==> src/cfbq_pkg.sv <==
// shared types, constants and helpers for the crossfaded biquad cascade
`default_nettype none
package cfbq_pkg;

    typedef enum logic [1:0] {
        FUNC_SAMPLE = 2'd0,
        FUNC_COEF   = 2'd1,
        FUNC_FADE   = 2'd2,
        FUNC_RSVD   = 2'd3
    } t_func;

    localparam int NUM_SECTIONS = 8;
    localparam int NUM_TAPS     = 5;
    localparam int MAX_CH       = 8;
    localparam int COEF_FRAC    = 29;
    localparam int DIV_BITS     = 50;

    localparam logic        CFG_CHANNELS  = 1'b0;
    localparam logic        CFG_FADE_LEN  = 1'b1;
    localparam logic [3:0]  CHANNELS_RST  = 4'd2;
    localparam logic [15:0] FADE_LEN_RST  = 16'd240;
    localparam logic signed [31:0] COEF_ONE = 32'sh2000_0000;

    function automatic logic signed [23:0] sat_sample(input logic signed [50:0] v);
        logic signed [23:0] r;
        if (v > 51'sd8388607) begin
            r = 24'sh7F_FFFF;
        end else if (v < -51'sd8388608) begin
            r = 24'sh80_0000;
        end else begin
            r = v[23:0];
        end
        return r;
    endfunction

endpackage
`default_nettype wire

==> src/cfbq_div.sv <==
// restoring unsigned divider, one quotient bit per cycle
`default_nettype none
module cfbq_div
    import cfbq_pkg::*;
(
    input  wire logic                i_clk,
    input  wire logic                i_rst_n,
    input  wire logic                i_start,
    input  wire logic [DIV_BITS-1:0] i_dividend,
    input  wire logic [15:0]         i_divisor,
    output logic                     o_done,
    output logic [DIV_BITS-1:0]      o_quotient
);

    logic                r_busy;
    logic [5:0]          r_cnt;
    logic [15:0]         r_rem;
    logic [15:0]         r_dvs;
    logic [DIV_BITS-1:0] r_quo;
    logic [16:0]         w_trial;
    logic                w_fit;

    assign w_trial = {r_rem, r_quo[DIV_BITS-1]};
    assign w_fit   = w_trial >= {1'b0, r_dvs};

    always_ff @(posedge i_clk) begin
        if (!i_rst_n) begin
            r_busy <= 1'b0;
            r_cnt  <= '0;
            o_done <= 1'b0;
        end else begin
            o_done <= 1'b0;
            if (i_start) begin
                r_busy <= 1'b1;
                r_cnt  <= '0;
                r_rem  <= '0;
                r_dvs  <= i_divisor;
                r_quo  <= i_dividend;
            end else if (r_busy) begin
                r_rem <= w_fit ? 16'(w_trial - {1'b0, r_dvs}) : w_trial[15:0];
                r_quo <= {r_quo[DIV_BITS-2:0], w_fit};
                r_cnt <= r_cnt + 6'd1;
                if (r_cnt == 6'(DIV_BITS - 1)) begin
                    r_busy <= 1'b0;
                    o_done <= 1'b1;
                end
            end
        end
    end

    assign o_quotient = r_quo;

endmodule
`default_nettype wire

==> config.mk <==
export PLATFORM = sky130hd
export DESIGN_NAME = cfbq_div
export DESIGN_NICKNAME = d
export VERILOG_FILES = /design/src/cfbq_pkg.sv /design/src/cfbq_div.sv
export SDC_FILE = /design/constraint.sdc
export NUM_CORES = 1
export LEC_CHECK = 0
export ABC_AREA = 1
export BUFFER_PORTS_ARGS = -buffer_cell sky130_fd_sc_hd__buf_2
export CAP_MARGIN = 10
export CELL_PAD_IN_SITES_DETAIL_PLACEMENT = 0
export CELL_PAD_IN_SITES_GLOBAL_PLACEMENT = 2
export CORE_MARGIN = 4
export CORE_UTILIZATION = 30
export CTS_BUF_LIST = sky130_fd_sc_hd__clkbuf_16
export DETAILED_ROUTE_END_ITERATION = 6
export PLACE_DENSITY_LB_ADDON = 0.1
export SLEW_MARGIN = 20
export SYNTH_ARGS = -nofsm -noshare
export SYNTH_HDL_FRONTEND = slang
export SYNTH_SLANG_ARGS = --single-unit
==> constraint.sdc <==
create_clock -name i_clk -period 3.52 [get_ports i_clk]
set_clock_uncertainty 0.2 [all_clocks]
set_input_delay 0.528 -clock i_clk [delete_from_list [all_inputs] [get_ports i_clk]]
set_output_delay 0.528 -clock i_clk [all_outputs]
set_load 0.1 [all_outputs]
Word-level counts from Yosys, hierarchy flattened
Cells that the tools add are included.

Register bits after elaboration: 90. Bits of input ports: 69. Output and inout bits: 51. Logic and storage cells: 25.

Add/subtract/negate cells: 2. $lt $le $gt $ge: 1. Equality and inequality tests: 1. Multiplexer cells: 8. Bitwise gates (word level): 2. Reductions and logical operators: 5.

Operator list (count): 50-bit 2-to-1 mux (2); 16-bit 2-to-1 mux (2); 17-bit by 16-bit greater-or-equal comparator with 1-bit output (1); 16-bit subtractor (1); 6-bit by 1-bit adder with 6-bit output, second input constant (1); 6-bit == test, second input constant (1); 1-bit 2-to-1 mux (4); 2-bit AND reduction (2); 3-bit OR reduction (1); 1-bit NOT (2); 2-bit nonzero test (1); 2-bit OR reduction (1).

Logic depth before layout (Yosys ltp)
Depth in word-level cells: 4. Mapped depth: 14.

Worst setup path before layout
OpenSTA, ideal clock, no wires.

Kind: input to register. Start point: in i_start. End point: reg r_quo[0] (netlist: o_quotient[0]) (enable). Library setup time: 0.426 ns. Data arrival time: 2.291 ns. Required time: 2.894 ns. Slack: 0.603 ns. Stages on the path: 3. Path buffers: 1. Path through: clkbuf_1 > nand2_1 > nand2_1.

Longest elaborated chain between the ends: 2.

Ends and longest elaborated chain: start, declared (line cfbq_div.sv:8) `input wire logic i_start,`; 2-bit nonzero test (no source line); 2-bit AND reduction (no source line); end signal, assigned (line cfbq_div.sv:38) `r_quo <= i_dividend;`; end signal, assigned (line cfbq_div.sv:41) `r_quo <= {r_quo[DIV_BITS-2:0], w_fit};`; end, declared (line cfbq_div.sv:19) `logic [DIV_BITS-1:0] r_quo;`.

No other way between the ends. A chain may end at the register's enable or synchronous reset.

Worst setup path after layout
Start point: reg r_rem[7]. End point: reg r_rem[5], data pin.

Longest elaborated chain between the ends: 3.

Ends and longest elaborated chain: start, declared (line cfbq_div.sv:17) `logic [15:0] r_rem;`; start signal, assigned (line cfbq_div.sv:40) `r_rem <= w_fit ? 16'(w_trial - {1'b0, r_dvs}) : w_trial[15:0];`; 17-bit by 16-bit greater-or-equal comparator with 1-bit output (line cfbq_div.sv:24) `assign w_fit = w_trial >= {1'b0, r_dvs};`; 16-bit 2-to-1 mux (line cfbq_div.sv:40); 16-bit 2-to-1 mux (line cfbq_div.sv:39) `end else if (r_busy) begin`.

No other way between the ends. The select of a mux whose other input is x is not followed.

==> flow_summary_export.csv <==
group,metric,value,unit
status,run_status,"completed",
floorplan,dieWidth,136,um
drt,wl_per_cell,14.4,um
sta,rsz0062_at_grt,"false",
drt,drc,0,
floorplan,rows,46,
yosys,ys_seq_elements,90,
global_routing,grt_overflow,0,
finish,syn_to_final_growth,23.5,%
sta,fmax,399,MHz
placement,hpwl,9840,um
sta,fin_tns_setup,0,ns
clocking,root_buffer,"clkbuf_16",
finish,multi_input_comb_area,1910,um2
sta,drv_slew,0,
yosys,synth.distinct_cells,31,
clocking,cts_hold_buf,0,
floorplan,initial_core_util,0.307,
global_routing,grt_pass1_vias,4361,
global_routing,grt_pass1_wl,21700,um
sta,slew_headroom,0.476,
placement,io_buffer_count,119,
hold_path,hold_path_class,"in -> reg",
finish,fill_cells,1724,
sta,timing.final.crit_share,0.711,
yosys,synth_nets,679,
yosys,netlist_area,4900,um2
floorplan,dieArea,18400,um2
clocking,cts_tree,"done",
sta,final-setup-viol-count,0,
power,cellPowerDensity,568,nW/um2
clocking,post-cts-setup-buffers,0,
drt,drt_wl_total,13400,um
floorplan,chipHeight,136,um
sta,finalCriticalPeriod,2.50,ns
drt,drtAntennaViolNets,0,
critical_path,worstPathArrival,2.40,ns
finish,drive_gt1_frac,0.217,
clocking,clk_pin_slew,0.07,ns
yosys,synth_area_per_cell,8.29,um2
critical_path,endpoint_kind,"flop",
clocking,cts.path.max_buffers,2,
critical_path,cp_max_fo,15,
global_routing,antenna_found_initial,2,
critical_path,crit_type,"reg -> reg",
sta,max_slew.worst_pin.slew,0.785,ns
finish,seqCellArea,2620,um2
sta,whs,0.157,ns
floorplan,io_pins,120,
yosys,ys.flop_type,"edfxtp_1",
power,p_leak,3.02,nW
clocking,insertion_delay,0.34,ns
finish,antenna_cells,0,
clocking,cts_buffers,9,
finish,nets,798,
run,max_cap_violations,0,
yosys,yosysWarnings,0,
drt,num_vias,4065,
clocking,cts-resized-gates,0,
clocking,cts.sink_count,90,
yosys,synthArstFlopShare,0,
yosys,ys_seq_area_frac,0.536,
global_routing,grt_start_max_net_pins,43,
global_routing,track_usage,0.150,
sta,hold_violations,0,
power,ir_worst_vdd,224,uV
floorplan,core_area,15900,um2
yosys,synth_edf_count,82,
drt,via_per_inst,4.37,
clocking,htreeDepth,3,
critical_path,critPathRequiredTime,3.42,ns
yosys,synth_cells,591,
drt,drt_iter0_drc,175,
critical_path,worst_setup_path_start_kind,"flop",
drt,firstDrtPassIters,4,
placement,gp_congestion,0.817,
## cells by family after synthesis
kind of cell / Yosys count / share of synthesized area
and+or+nand+nor: 370 / 0.312
AOI/OAI and AO/OA: 15 / 0.0164
DFF: 90 / 0.536
buffers and inverters: 91 / 0.0751
adders and majority gates: 19 / 0.0501
xor gates and xnor gates: 6 / 0.0107
## layer usage
metal | track usage | vias to the layer above | wire length (um)
met5 | 0 | - | 17
met4 | 0.0386 | 4 | 189
met3 | 0.0643 | 21 | 971
met2 | 0.252 | 88 | 6440
met1 | 0.177 | 1847 | 5760
li1 | - | 2105 | -
## where the power goes
part	switching, mW	total (mW)	internal [mW]
Combinational	0.786	1.04	0.254
Clock	0.431	1.05	0.623
Sequential	0.0468	1.34	1.29
## placed cells by master (no fill, tap or decap), types with 3 or more instances in the layout
cell type / instances
xor2_1: 6
nor3b_1: 3
inv_2: 6
nor3_1: 7
nand4_1: 5
buf_2: 119
a21oi_1: 11
clkbuf_16: 9
nand2_1: 264
dfxtp_1: 8
nand3b_1: 9
nor2_2: 3
edfxtp_1: 82
ha_1: 18
buf_4: 4
nor2_1: 49
nand2_2: 4
nand3_1: 19
inv_1: 71
## stage by stage
step / setup slack, ns / area (um2) / power (mW) / std cells / utilization
6_report: 1.02 / 6050 / 3.43 / 931 / 0.379
5_1_grt: 0.797 / 6050 / 3.63 / 931 / 0.379
4_1_cts: 0.976 / 6050 / 3.49 / 931 / 0.379
3_5_place_dp: 0.985 / 5730 / 2.41 / 915 / 0.359
3_3_place_gp: 0.956 / 5730 / 2.42 / 915 / 0.359
2_1_floorplan: 0.603 / 4900 / 2.18 / 591 / -
## registers in the layout, indices dropped and copies added, names as in the netlist
register / count
r_busy: 1
r_rem: 16
r_dvs: 16
r_cnt: 6
o_quotient: 50
o_done: 1
## synth_stat cells, types with 4 or more instances
library cell	n	area (um2)
nand2_1	265	995
edfxtp_1	82	2460
inv_1	70	263
nor2_1	49	184
nand3_1	19	95.1
ha_1	18	225
a21oi_1	11	55.1
nand3b_1	9	67.6
dfxtp_1	8	160
nor3_1	7	35.0
clkbuf_1	6	22.5
xor2_1	6	52.6
inv_2	5	18.8
nand4_1	5	31.3
buf_1	4	15.0
## area by class of cell
cell class,instances,share of cell area
Clock buffer,9,0.0372
Clock inverter,7,0.0153
Timing Repair Buffer,124,0.107
Multi-Input combinational cell,410,0.316
Tap cell,216,0.0447
Inverter,75,0.0466
Sequential cell,90,0.434
## final timing paths
| path | endpoint | depth (start not counted) | from | slack [ns] |
|---|---|---|---|---|
| hold / removal | r_dvs[0] | 1 | i_divisor[0] | 0.16 |
| hold reg to reg | r_cnt[4] | 2 | r_cnt[4] | 0.34 |
| setup / recovery | r_rem[5] | 10 | r_rem[7] | 1.02 |
| setup reg to reg | r_rem[5] | 10 | r_rem[7] | 1.02 |
## critical path, stage by stage, from the launching register on
cell and delay, ns:
edfxtp_1 0.40, ha_1 0.40, nand2_2 0.11, nor2_2 0.13, nand3_1 0.12, nand3_2 0.12
nand2_2 0.22, nand2_4 0.26, inv_2 0.13, nor2_1 0.12, nor2_1 0.05
No activity file was read; power rests on OpenSTA's default activity.
